--- src/sv/thermistor_light_sample_converter_assert.svh ---
// Assertion macros for the thermistor and light sample converter.
`ifndef THERMISTOR_LIGHT_SAMPLE_CONVERTER_ASSERT_SVH
`define THERMISTOR_LIGHT_SAMPLE_CONVERTER_ASSERT_SVH

// Implication in the same cycle.
`define TLSC_ASSERT_NOW(label, clk, rst_n, ante, cons) \
  label: assert property (@(posedge clk) disable iff (!rst_n) (ante) |-> (cons)) \
    else $error("tlsc assertion failed");

// Implication in the next cycle.
`define TLSC_ASSERT_NEXT(label, clk, rst_n, ante, cons) \
  label: assert property (@(posedge clk) disable iff (!rst_n) (ante) |=> (cons)) \
    else $error("tlsc assertion failed");

`endif

--- src/sv/tlsc_pkg.sv ---
// Constants shared by the thermistor and light sample converter.
package tlsc_pkg;

  // Configuration register indexes
  localparam logic [1:0] REG_BETA      = 2'd0;
  localparam logic [1:0] REG_DARK      = 2'd1;
  localparam logic [1:0] REG_FULLSCALE = 2'd2;

  localparam logic [13:0] BETA_RESET      = 14'd3380;
  localparam logic [14:0] DARK_RESET      = 15'd100;
  localparam logic [14:0] FULLSCALE_RESET = 15'd32767;

  // ln 2 in Q32, ln(Rref / Rinf) in Q16
  localparam logic [31:0] LN2_Q32      = 32'd2977044472;
  localparam logic [21:0] LN_RATIO_Q16 = 22'd742954;
  // 100 * 65536, scales beta to centi-kelvin over a Q16 log
  localparam logic [31:0] BETA_SCALE   = 32'd6553600;
  localparam logic [37:0] ABS_ZERO_CENTI = 38'd27315;
  localparam logic [37:0] TEMP_SAT_QUO   = 38'd2027315;
  localparam logic [21:0] TEMP_LIMIT     = 22'd2000000;

  localparam int LOG_W  = 24;  // log2 in Q20 of a 15 bit count
  localparam int LN_W   = 20;  // ln in Q16
  localparam int DIV_NW = 38;  // divider numerator / quotient width
  localparam int DIV_DW = 24;  // divider divisor width

endpackage

--- src/sv/thermistor_light_sample_converter.sv ---
// Top level of the thermistor and light sample converter.
//
// Each accepted item carries a channel number and a signed converter count.
// Channels below NUM_CHANNELS overwrite their latest count and mark the
// channel seen; other channels only request a snapshot. Every item produces
// one result item: the five latest counts (zero for channels that do not
// exist), a beta-equation temperature in signed hundredths of a degree
// (zero when the thermistor or reference count is not positive, saturated
// at +2000000), a logarithmic light level 0..100 percent clamped at the
// dark and full-scale counts, and a flag set once all channels were seen.
// Five base-2 logarithms run first on the one shared 32x32 multiplier, each
// a normalize step and twenty squarings, with a scale to natural log for
// the two temperature counts. Then come a setup state, a multiply state and
// a 38-step restoring division for the temperature (the multiply and
// division are skipped when the temperature reads zero), a setup state and
// a 38-step division for the light level (skipped when the level is
// clamped), and a state that loads the output register. The input stays
// stalled while an item is in work; a finished result waits in the output
// register so the next item can be taken meanwhile. Configuration writes
// are always ready and must only be issued while the block is idle.
module thermistor_light_sample_converter #(
  parameter int NUM_CHANNELS = 5
) (
  input  logic               clk_i,
  input  logic               rst_ni,
  // configuration write channel
  input  logic               cfg_valid_i,
  output logic               cfg_ready_o,
  input  logic [1:0]         cfg_index_i,
  input  logic [14:0]        cfg_data_i,
  // input item channel
  input  logic               in_valid_i,
  output logic               in_stall_o,
  input  logic [3:0]         channel_i,
  input  logic signed [15:0] sample_i,
  // result item channel
  output logic               out_valid_o,
  input  logic               out_stall_i,
  output logic signed [15:0] reference_count_o,
  output logic signed [15:0] thermistor_count_o,
  output logic signed [15:0] light_count_o,
  output logic signed [15:0] aux0_count_o,
  output logic signed [15:0] aux1_count_o,
  output logic signed [21:0] temperature_centi_o,
  output logic [6:0]         light_pct_o,
  output logic               all_seen_o
);

  `include "thermistor_light_sample_converter_assert.svh"

  localparam int LW = tlsc_pkg::LOG_W;
  localparam int NW = tlsc_pkg::DIV_NW;
  localparam int DW = tlsc_pkg::DIV_DW;
  localparam int NL = tlsc_pkg::LN_W;

  // sequencer states
  localparam logic [3:0] ST_IDLE   = 4'd0;
  localparam logic [3:0] ST_NORM   = 4'd1;
  localparam logic [3:0] ST_SQR    = 4'd2;
  localparam logic [3:0] ST_LN     = 4'd3;
  localparam logic [3:0] ST_TSETUP = 4'd4;
  localparam logic [3:0] ST_TMUL   = 4'd5;
  localparam logic [3:0] ST_TDIV   = 4'd6;
  localparam logic [3:0] ST_LSETUP = 4'd7;
  localparam logic [3:0] ST_LDIV   = 4'd8;
  localparam logic [3:0] ST_DONE   = 4'd9;

  // log operand slots
  localparam logic [2:0] OP_THERM = 3'd0;
  localparam logic [2:0] OP_REF   = 3'd1;
  localparam logic [2:0] OP_LIGHT = 3'd2;
  localparam logic [2:0] OP_DARK  = 3'd3;
  localparam logic [2:0] OP_FULL  = 3'd4;

  logic [3:0] state_q, state_d;

  // configuration
  logic [13:0] beta_q;
  logic [14:0] dark_q, full_q;

  // channel store and seen mask
  logic signed [15:0]      store_q [NUM_CHANNELS];
  logic [NUM_CHANNELS-1:0] seen_q;
  logic signed [15:0]      cnt [5];

  // log unit
  logic [2:0]    op_q, op_d;
  logic [4:0]    bit_q, bit_d;
  logic [30:0]   m_q, m_d;
  logic [LW-1:0] res_q, res_d;
  logic [NL-1:0] ln_t_q, ln_t_d, ln_r_q, ln_r_d;
  logic [LW-1:0] lg_c_q, lg_c_d, lg_d_q, lg_d_d, lg_f_q, lg_f_d;

  // divider
  logic [NW-1:0] quo_q, quo_d;
  logic [DW-1:0] rem_q, rem_d, dvs_q, dvs_d;
  logic [5:0]    dcnt_q, dcnt_d;

  // results
  logic [21:0] temp_q, temp_d;
  logic [6:0]  pct_q, pct_d;
  logic        out_valid_q, out_valid_d;

  logic signed [15:0] o_cnt_q [5];
  logic signed [21:0] o_temp_q;
  logic [6:0]         o_pct_q;
  logic               o_seen_q;

  // shared multiplier
  logic [31:0] mul_a, mul_b;
  logic [63:0] prod;

  logic        in_acc, out_free;
  logic [14:0] op_raw, op_n;
  logic [3:0]  e_pos;
  logic [30:0] m_norm;
  logic [31:0] sq;
  logic [63:0] lnp;
  logic signed [21:0] l_val;
  logic        temp_ok;
  logic signed [LW:0] n_val, d_val;
  logic [LW-1:0] n_pos;
  logic [31:0]   n_x100;
  logic [DW:0]   trial;
  logic          light_lo, light_hi;
  logic [NW-1:0] quo_sh;

  assign in_acc      = in_valid_i && !in_stall_o;
  assign in_stall_o  = (state_q != ST_IDLE);
  assign cfg_ready_o = 1'b1;
  assign out_free    = !out_valid_q || !out_stall_i;

  // counts visible in the snapshot, zero where the channel does not exist
  for (genvar g = 0; g < 5; g++) begin : g_cnt
    if (g < NUM_CHANNELS) begin : g_have
      assign cnt[g] = store_q[g];
    end else begin : g_none
      assign cnt[g] = 16'sd0;
    end
  end

  // operand for the log unit; zero and negatives go in as one
  always_comb begin
    case (op_q)
      OP_THERM: op_raw = (cnt[1] > 16'sd0) ? cnt[1][14:0] : 15'd1;
      OP_REF:   op_raw = (cnt[0] > 16'sd0) ? cnt[0][14:0] : 15'd1;
      OP_LIGHT: op_raw = (cnt[2] > 16'sd0) ? cnt[2][14:0] : 15'd1;
      OP_DARK:  op_raw = dark_q;
      default:  op_raw = full_q;
    endcase
    op_n = (op_raw == 15'd0) ? 15'd1 : op_raw;
  end

  // top set bit and mantissa in Q30
  always_comb begin
    e_pos = 4'd0;
    for (int b = 0; b < 15; b++) begin
      if (op_n[b]) e_pos = 4'(b);
    end
    m_norm = 31'(op_n) << (5'd30 - {1'b0, e_pos});
  end

  always_comb begin
    mul_a = {1'b0, m_q};
    mul_b = {1'b0, m_q};
    case (state_q)
      ST_LN: begin
        mul_a = 32'(res_q);
        mul_b = tlsc_pkg::LN2_Q32;
      end
      ST_TMUL: begin
        mul_a = 32'(beta_q);
        mul_b = tlsc_pkg::BETA_SCALE;
      end
      default: ;
    endcase
  end
  assign prod = mul_a * mul_b;
  assign sq   = prod[61:30];
  assign lnp  = prod + 64'h8_0000_0000;

  // temperature divisor: ln(therm) - ln(ref) + ln(Rref/Rinf)
  assign l_val   = $signed({2'b00, ln_t_q}) - $signed({2'b00, ln_r_q})
                   + $signed(tlsc_pkg::LN_RATIO_Q16);
  assign temp_ok = (cnt[1] > 16'sd0) && (cnt[0] > 16'sd0) && (l_val > 22'sd0);

  // light terms
  assign light_lo = (cnt[2] <= $signed({1'b0, dark_q}));
  assign light_hi = (cnt[2] >= $signed({1'b0, full_q}));
  assign n_val    = $signed({1'b0, lg_c_q}) - $signed({1'b0, lg_d_q});
  assign d_val    = $signed({1'b0, lg_f_q}) - $signed({1'b0, lg_d_q});
  assign n_pos    = n_val[LW] ? '0 : n_val[LW-1:0];
  assign n_x100   = (32'(n_pos) << 6) + (32'(n_pos) << 5) + (32'(n_pos) << 2);

  // one restoring division step
  assign trial  = {rem_q, quo_q[NW-1]};
  assign quo_sh = {quo_q[NW-2:0], 1'b0};

  always_comb begin
    state_d     = state_q;
    op_d        = op_q;
    bit_d       = bit_q;
    m_d         = m_q;
    res_d       = res_q;
    ln_t_d      = ln_t_q;
    ln_r_d      = ln_r_q;
    lg_c_d      = lg_c_q;
    lg_d_d      = lg_d_q;
    lg_f_d      = lg_f_q;
    quo_d       = quo_q;
    rem_d       = rem_q;
    dvs_d       = dvs_q;
    dcnt_d      = dcnt_q;
    temp_d      = temp_q;
    pct_d       = pct_q;
    out_valid_d = out_valid_q && out_stall_i;

    if (state_q != ST_IDLE && state_q != ST_DONE &&
        (state_q == ST_TDIV || state_q == ST_LDIV)) begin
      if (trial >= {1'b0, dvs_q}) begin
        rem_d = DW'(trial - {1'b0, dvs_q});
        quo_d = quo_sh | NW'(1);
      end else begin
        rem_d = trial[DW-1:0];
        quo_d = quo_sh;
      end
      dcnt_d = dcnt_q - 6'd1;
    end

    unique case (state_q)
      ST_IDLE: begin
        if (in_acc) begin
          op_d    = OP_THERM;
          state_d = ST_NORM;
        end
      end
      ST_NORM: begin
        m_d     = m_norm;
        res_d   = {e_pos, 20'd0};
        bit_d   = 5'd19;
        state_d = ST_SQR;
      end
      ST_SQR: begin
        if (sq[31]) begin
          m_d          = sq[31:1];
          res_d[bit_q] = 1'b1;
        end else begin
          m_d = sq[30:0];
        end
        bit_d = bit_q - 5'd1;
        if (bit_q == 5'd0) begin
          if (op_q == OP_THERM || op_q == OP_REF) begin
            state_d = ST_LN;
          end else begin
            case (op_q)
              OP_LIGHT: lg_c_d = res_d;
              OP_DARK:  lg_d_d = res_d;
              default:  lg_f_d = res_d;
            endcase
            op_d    = op_q + 3'd1;
            state_d = (op_q == OP_FULL) ? ST_TSETUP : ST_NORM;
          end
        end
      end
      ST_LN: begin
        if (op_q == OP_THERM) ln_t_d = lnp[55:36];
        else                  ln_r_d = lnp[55:36];
        op_d    = op_q + 3'd1;
        state_d = ST_NORM;
      end
      ST_TSETUP: begin
        if (temp_ok) begin
          state_d = ST_TMUL;
        end else begin
          temp_d  = '0;
          state_d = ST_LSETUP;
        end
      end
      ST_TMUL: begin
        // numerator beta * 100 * 65536 + l / 2
        quo_d   = NW'(prod[36:0]) + NW'(l_val[20:1]);
        rem_d   = '0;
        dvs_d   = DW'(l_val[20:0]);
        dcnt_d  = 6'(NW - 1);
        state_d = ST_TDIV;
      end
      ST_TDIV: begin
        if (dcnt_q == 6'd0) begin
          if (quo_d > tlsc_pkg::TEMP_SAT_QUO) temp_d = tlsc_pkg::TEMP_LIMIT;
          else temp_d = 22'(quo_d - tlsc_pkg::ABS_ZERO_CENTI);
          state_d = ST_LSETUP;
        end
      end
      ST_LSETUP: begin
        if (light_lo) begin
          pct_d   = 7'd0;
          state_d = ST_DONE;
        end else if (light_hi || d_val[LW] || d_val == '0) begin
          pct_d   = 7'd100;
          state_d = ST_DONE;
        end else begin
          quo_d   = NW'(n_x100) + NW'(d_val[LW-1:1]);
          rem_d   = '0;
          dvs_d   = DW'(d_val[LW-1:0]);
          dcnt_d  = 6'(NW - 1);
          state_d = ST_LDIV;
        end
      end
      ST_LDIV: begin
        if (dcnt_q == 6'd0) begin
          pct_d   = (quo_d > NW'(100)) ? 7'd100 : quo_d[6:0];
          state_d = ST_DONE;
        end
      end
      ST_DONE: begin
        // hold until the output register is free
        if (out_free) begin
          out_valid_d = 1'b1;
          state_d     = ST_IDLE;
        end
      end
      default: state_d = ST_IDLE;
    endcase
  end

  always_ff @(posedge clk_i or negedge rst_ni) begin
    if (!rst_ni) begin
      state_q     <= ST_IDLE;
      out_valid_q <= 1'b0;
      beta_q      <= tlsc_pkg::BETA_RESET;
      dark_q      <= tlsc_pkg::DARK_RESET;
      full_q      <= tlsc_pkg::FULLSCALE_RESET;
      seen_q      <= '0;
      for (int c = 0; c < NUM_CHANNELS; c++) store_q[c] <= 16'sd0;
    end else begin
      state_q     <= state_d;
      out_valid_q <= out_valid_d;
      if (cfg_valid_i && cfg_ready_o) begin
        case (cfg_index_i)
          tlsc_pkg::REG_BETA:      beta_q <= cfg_data_i[13:0];
          tlsc_pkg::REG_DARK:      dark_q <= cfg_data_i;
          tlsc_pkg::REG_FULLSCALE: full_q <= cfg_data_i;
          default: ;
        endcase
      end
      if (in_acc) begin
        for (int c = 0; c < NUM_CHANNELS; c++) begin
          if (channel_i == 4'(c)) begin
            store_q[c] <= sample_i;
            seen_q[c]  <= 1'b1;
          end
        end
      end
    end
  end

  // datapath registers
  always_ff @(posedge clk_i) begin
    op_q   <= op_d;
    bit_q  <= bit_d;
    m_q    <= m_d;
    res_q  <= res_d;
    ln_t_q <= ln_t_d;
    ln_r_q <= ln_r_d;
    lg_c_q <= lg_c_d;
    lg_d_q <= lg_d_d;
    lg_f_q <= lg_f_d;
    quo_q  <= quo_d;
    rem_q  <= rem_d;
    dvs_q  <= dvs_d;
    dcnt_q <= dcnt_d;
    temp_q <= temp_d;
    pct_q  <= pct_d;
    if (state_q == ST_DONE && out_free) begin
      for (int c = 0; c < 5; c++) o_cnt_q[c] <= cnt[c];
      o_temp_q <= temp_q;
      o_pct_q  <= pct_q;
      o_seen_q <= &seen_q;
    end
  end

  assign out_valid_o         = out_valid_q;
  assign reference_count_o   = o_cnt_q[0];
  assign thermistor_count_o  = o_cnt_q[1];
  assign light_count_o       = o_cnt_q[2];
  assign aux0_count_o        = o_cnt_q[3];
  assign aux1_count_o        = o_cnt_q[4];
  assign temperature_centi_o = o_temp_q;
  assign light_pct_o         = o_pct_q;
  assign all_seen_o          = o_seen_q;

  // an accepted item keeps the sequencer busy
  `TLSC_ASSERT_NEXT(a_busy_after_accept, clk_i, rst_ni, in_acc, state_q == ST_NORM)
  // light level never exceeds full scale
  `TLSC_ASSERT_NOW(a_pct_range, clk_i, rst_ni, out_valid_o, light_pct_o <= 7'd100)
  // temperature stays inside the saturation limits
  `TLSC_ASSERT_NOW(a_temp_range, clk_i, rst_ni, out_valid_o,
    (temperature_centi_o <= 22'sd2000000) && (temperature_centi_o >= -22'sd2000000))

endmodule

--- config.mk ---
export PLATFORM = sky130hd
export DESIGN_NAME = thermistor_light_sample_converter
export DESIGN_NICKNAME = d
export VERILOG_FILES = /design/src/sv/tlsc_pkg.sv /design/src/sv/thermistor_light_sample_converter.sv
export VERILOG_INCLUDE_DIRS = /design/src /design/src/sv
export SDC_FILE = /design/constraint.sdc
export NUM_CORES = 2
export LEC_CHECK = 0
export ABC_AREA = 1
export BUFFER_PORTS_ARGS = -buffer_cell sky130_fd_sc_hd__buf_2
export CAP_MARGIN = 25
export CORE_MARGIN = 3
export CORE_UTILIZATION = 65
export CTS_CLUSTER_DIAMETER = 80
export DETAILED_ROUTE_END_ITERATION = 10
export GPL_TIMING_DRIVEN = 0
export PLACE_DENSITY = 0.82
export SLEW_MARGIN = 20
export SYNTH_ARGS = -nofsm -noshare
export SYNTH_HDL_FRONTEND = slang
export SYNTH_SLANG_ARGS = --single-unit
--- constraint.sdc ---
create_clock -name clk_i -period 12.5 [get_ports clk_i]
set_input_delay 0 -clock clk_i [delete_from_list [all_inputs] [get_ports clk_i]]
set_output_delay 0 -clock clk_i [all_outputs]
set_load 0.005 [all_outputs]
* Word-level counts from Yosys, hierarchy flattened
Memories as Yosys holds them, arrays and structs flattened. Index checks and enable logic that the tools add are counted.
Word-level totals: bits in writable memories 80, input bits 42, memories kept 1, bits in registers 460, logic and storage cells 220, output and inout bits 113
Cells by class: order comparisons 11, $add $sub $neg 15, eq/ne operators 30, shift-type cells 1, bitwise gates (word level) 4, reductions and logical operators 50, multiply operators 1, muxes and demuxes 74
Memories:
- o_cnt_q | words 5, bits a word 16, read ports 5, clocked after Yosys merged registers in 0, write ports 5, line thermistor_light_sample_converter.sv:104 | logic signed [15:0] o_cnt_q [5];
Operators by type and width (number):
- $mux W24 | 8
- $pmux W24 S2 | 3
- $pmux W31 S2 | 2
- $mux W38 | 3
- $pmux W38 S2 | 1
- $mux W4 | 17
- $mux W22 | 3
- $pmux W32 S2 | 1
- $mul A31 B32 Y62 | 1
- $mux W15 | 4
- $pmux W15 S4 | 1
- $add A56 B36 Y56 const B | 1
- $sub A24 B24 Y25 | 2
- $gt A16 B1 Y1 const B | 3
- $pmux W22 S2 | 1
- $pmux W4 S10 | 1
- $add A37 B20 Y38 | 1
- $gt A38 B21 Y1 const B | 1
- $gt A38 B7 Y1 const B | 1
- $add A32 B23 Y33 | 1
- $add A31 B26 Y32 | 1
- $add A30 B29 Y31 | 1
- $mux W31 | 1
- $shl A15 B5 Y31 | 1
- 57 further kinds | 126

* Depth between registers and ports, before layout
depth in word-level cells 22, depth in mapped cells 49, depth with buffers taken out 48

* Least setup slack after synthesis
Ideal clock, no wire load.
path type register to register, start point register state_q[0], end point register m_q[12] (data pin), setup time 0.254 ns, path buffers 3, path slack 3.325 ns, arrival time 8.921 ns, stages on the path, launching flop included 46, required time 12.246 ns, period minus slack after synthesis 9.175 ns, path through dfrtp_1 inv_1 nor2_1 inv_1 nor2_1 nor2_1 clkinv_1 clkbuf_1 nor2_1 inv_1 nand2_1 clkbuf_1 nand2_1 fa_1 inv_1 fa_1 inv_1 fa_1 [... 10 more ...] ha_1 a21oi_1 a21boi_0 o221ai_1 a21oi_1 nand3_1 nand2_1 nand2_1 a21o_1 nand3_1 nand2_1 a21oi_1 nand2_1 nand2_1 clkbuf_1 nand2_1 nand3_1 nand2_1
Between the ends: cells in the longest elaborated chain, start to end 5, elaborated cells between the ends (all ways) 9, classes of those cells mul (1); eq/ne (4); mux (4)
Ends and longest elaborated chain:
- start: declaration | line thermistor_light_sample_converter.sv:75 | logic [3:0] state_q, state_d;
- start signal: assignment | line thermistor_light_sample_converter.sv:336 | state_q <= state_d;
- $eq A4 B3 Y1 / $eq A4 B2 Y1 (equally long branches) | line thermistor_light_sample_converter.sv:166 | case (state_q)
- $pmux W31 S2 / $pmux W32 S2 (equally long branches) | line thermistor_light_sample_converter.sv:166
- $mul A31 B32 Y62 | line thermistor_light_sample_converter.sv:178 | assign prod = mul_a * mul_b;
- $mux W31 | line thermistor_light_sample_converter.sv:244 | if (sq[31]) begin
- $pmux W31 S2 (*) | line thermistor_light_sample_converter.sv:230 | unique case (state_q)
- via m_d[12] | line thermistor_light_sample_converter.sv:89 | logic [30:0] m_q, m_d;
- end signal: assignment | line thermistor_light_sample_converter.sv:361 | m_q <= m_d;
- end: declaration | line thermistor_light_sample_converter.sv:89
The timed path passes the listed nets; every way through them passes the cells marked *. A chain may end at the register's enable or synchronous reset.

* Worst setup path after layout
start point register state_q[0], end point register m_q[17] (data pin)
The elaborated chain is that of the path after synthesis.

==> results.toml <==
[status]
status = "complete, no violations"

[global_routing]
grt_pass1_wl_um = 333000
track_usage_pct = 43.6
use_met3_pct = 10.8
grt_pass1_vias = 55700
grtUsageMet1_pct = 59.6
grt-ovfl-total = 0
antenna_found_initial = 6
grt_max_degree = 77
top_usage_layer = "met2"
met2_usage_pct = 65.4

[logic_synthesis]
ys.flop_type = "edfxtp_1"
synth-seq-cells = 540
ys_seq_area_share_pct = 23.3
synth_edf_count = 338
synth.avg_cell_area_um2 = 8.32
synth_warnings = 0
syn_area_um2 = 64000
syn_inst = 7694
async_reset_ff_share_pct = 24.8
synth_cell_types = 72

[worst_setup_path]
crit_type = "reg2reg"
path_max_fanout = 10
cp.arrival_ns = 12.64
path_common_cell = "inv_1"
slowest_delay_ns = 0.87
required_ns = 12.86
cp-end-kind = "register"
cp-start-kind = "register"
cp_slowest_cell = "nor2_1"
reg2reg_slack_ns = 0.23

[sta]
fin_crit_ns = 12.27
final_max_slew_viol_count = 0
max_freq_mhz = 81.5
finalHoldViolations = 0
worst_slew_pin_slew_ns = 1.21
min_period_over_period_pct = 98.2
clock-skew-final_ns = 0.0468
setup_violations = 0
relSlewSlack_pct = 19.2
fin_ws_ns = 0.226

[finish]
syn_to_final_growth_pct = 8.37
drive_above_1_share_pct = 5.83
layout.nets = 9376
final_cell_area_um2 = 69400
fin_cells = 9300

[placement]
dp_cells = 9148
dpl_cell_area_um2 = 66800
pre_cts_slack_ns = -0.254
io_buffers = 153
dp_hpwl_um = 182000
gp_congestion = 1.08

[cts]
clock_latency_ns = 0.66
clkTransAtPathRegs_ns = 0.07
cts_buffers = 51
cts_buffer_depth = 3
htree_levels = 2
numClockSinks = 540
root_buffer = "clkbuf_16"
cts_tree = "yes"

[run]
drv_cap = 0

[floorplanning]
ios = 155
die_area_um2 = 102000
die_h_um = 320
rows = 114
die_x_um = 320
initial_utilization_pct = 65.9
core-area_um2 = 97100

[drt]
initialDrtViolationCount = 7390
detail-route-antenna-nets = 0
wl_per_cell_um = 23.9
drc = 0
firstDrtPassIters = 7
routed_wl_um = 222000
viasPerCell = 6.04
vias = 56200

[worst_hold_path]
hp-class = "in2reg"
==> through the flow <==
| step | TNS (ns) | hold slack, ns | util, % |
|---|---|---|---|
| 3_3_place_gp | -144.74 | 0.235 | 68.3 |
| 3_5_place_dp | -3.75 | -0.0301 | 68.8 |
| 6_report | 0 | 0.0749 | 71.4 |
| 2_1_floorplan | 0 | -0.296 | - |
| 5_1_grt | -0.0150 | 0.122 | 71.4 |
| 4_1_cts | 0 | 0.0301 | 71.2 |
==> cells by family after synthesis <==
kind of cell	share of synthesized area (%)
adder cells (fa/ha/maj)	37.1
XOR/XNOR	2.39
other	0.0117
multiplexers	0.0156
AND/OR/NAND/NOR	18.0
buffers and inverters	11.3
flip-flops	23.3
AO/OA/AOI/OAI	7.87
==> sequential cells by signal, summed over array words and instances, names as in the netlist, 20 cells and up <==
register / flops
quo_q: 38
m_q: 31
lg_d_q: 24
o_cnt_q: 80
rem_q: 24
res_q: 24
ln_r_q: 20
lg_f_q: 24
dvs_q: 24
temperature_centi_o: 22
ln_t_q: 20
cnt: 80
temp_q: 22
lg_c_q: 24
==> synth_stat cells, types with 10 or more instances <==
library cell  number  area [um2]
o21ai_1           36         180
o21ai_0          352        1760
xor2_1            97         850
nand4_1           70         438
clkbuf_1         173         649
o211ai_1          40         300
buf_1             13        48.8
fa_1             906       18100
inv_2             11        41.3
buf_2             18        90.1
nand2_1         1605        6020
nor3_1            44         220
a21o_1            16         120
inv_1           1665        6250
or2_2             28         175
edfxtp_1         338       10100
a21oi_1          315        1580
dfxtp_1           68        1360
nand3b_1          10        75.1
o21ai_2           16         140
ha_1             450        5630
xnor2_1           76         666
a31oi_1           23         144
nand3_1          313        1570
nor4_1            13        81.3
clkinv_1          15        56.3
o21a_1            18         135
nor2_1           702        2640
dfrtp_1          110        2750
dfstp_2           24         631
==> repair_timing <==
item,CTS,global route
setup buffers,0,1
endpoints found under the setup margin,66,163
pin swaps,0,1
gates resized for setup,11,64
hold endpoints to repair,237,0
hold buffers,50,0
==> path summary, 6_finish.rpt <==
kind	to	cells after the start	from
worst max-delay path	m_q[17]	43	state_q[0]
max in group asynchronous	beta_q[5]	4	rst_ni
worst min-delay path	dark_q[4]	4	cfg_index_i[0]
min in group asynchronous	cnt[27]	4	rst_ni
worst max register to register	m_q[17]	43	state_q[0]
worst min register to register	temperature_centi_o[16]	0	temp_q[16]
==> routing by layer <==
metal / share of wire (%) / wire length, um / vias to the layer above
met5: 0.018 / 41 / -
met4: 6.4 / 14200 / 6
met3: 13 / 28800 / 848
met2: 43 / 95400 / 3872
met1: 38 / 83800 / 27100
li1: - / - / 24300
==> layout make-up <==
| cell class | count | area, um2 |
|---|---|---|
| clock buffers | 56 | 1330 |
| diodes | 3 | 7.51 |
| multi-input cells | 5251 | 42000 |
| plain buffers | 213 | 947 |
| well taps | 1276 | 1600 |
| fillers | 7677 | 27800 |
| inverters | 1692 | 6370 |
| clock inverters | 40 | 513 |
| flip-flops and latches | 540 | 14900 |
| repair buffers | 229 | 1720 |
==> critical path, delay by kind of cell, from the launching register on <==
| family | cells | cell delay, ns |
|---|---|---|
| DFF | 1 | 0.45 |
| adders and majority gates | 9 | 4.35 |
| buffers and inverters | 13 | 2.60 |
| AOI/OAI and AO/OA | 6 | 1.35 |
| and+or+nand+nor | 15 | 3.21 |
==> layout by cell type (no fill, tap or decap), types with 68 or more instances in the layout <==
cell      count
fa_1        906
o21ai_0     348
xnor2_1      76
clkbuf_1    148
a21oi_1     315
buf_2       170
nand2_1    1604
nand4_1      70
ha_1        450
dfrtp_1     110
nand3_1     312
dfxtp_1      68
nor2_1      682
inv_1      1662
xor2_1       97
edfxtp_1    338
Power is left out: the tool's default activity adds up to more than one toggle a clock period on the data nets, which glitch-free logic cannot reach.
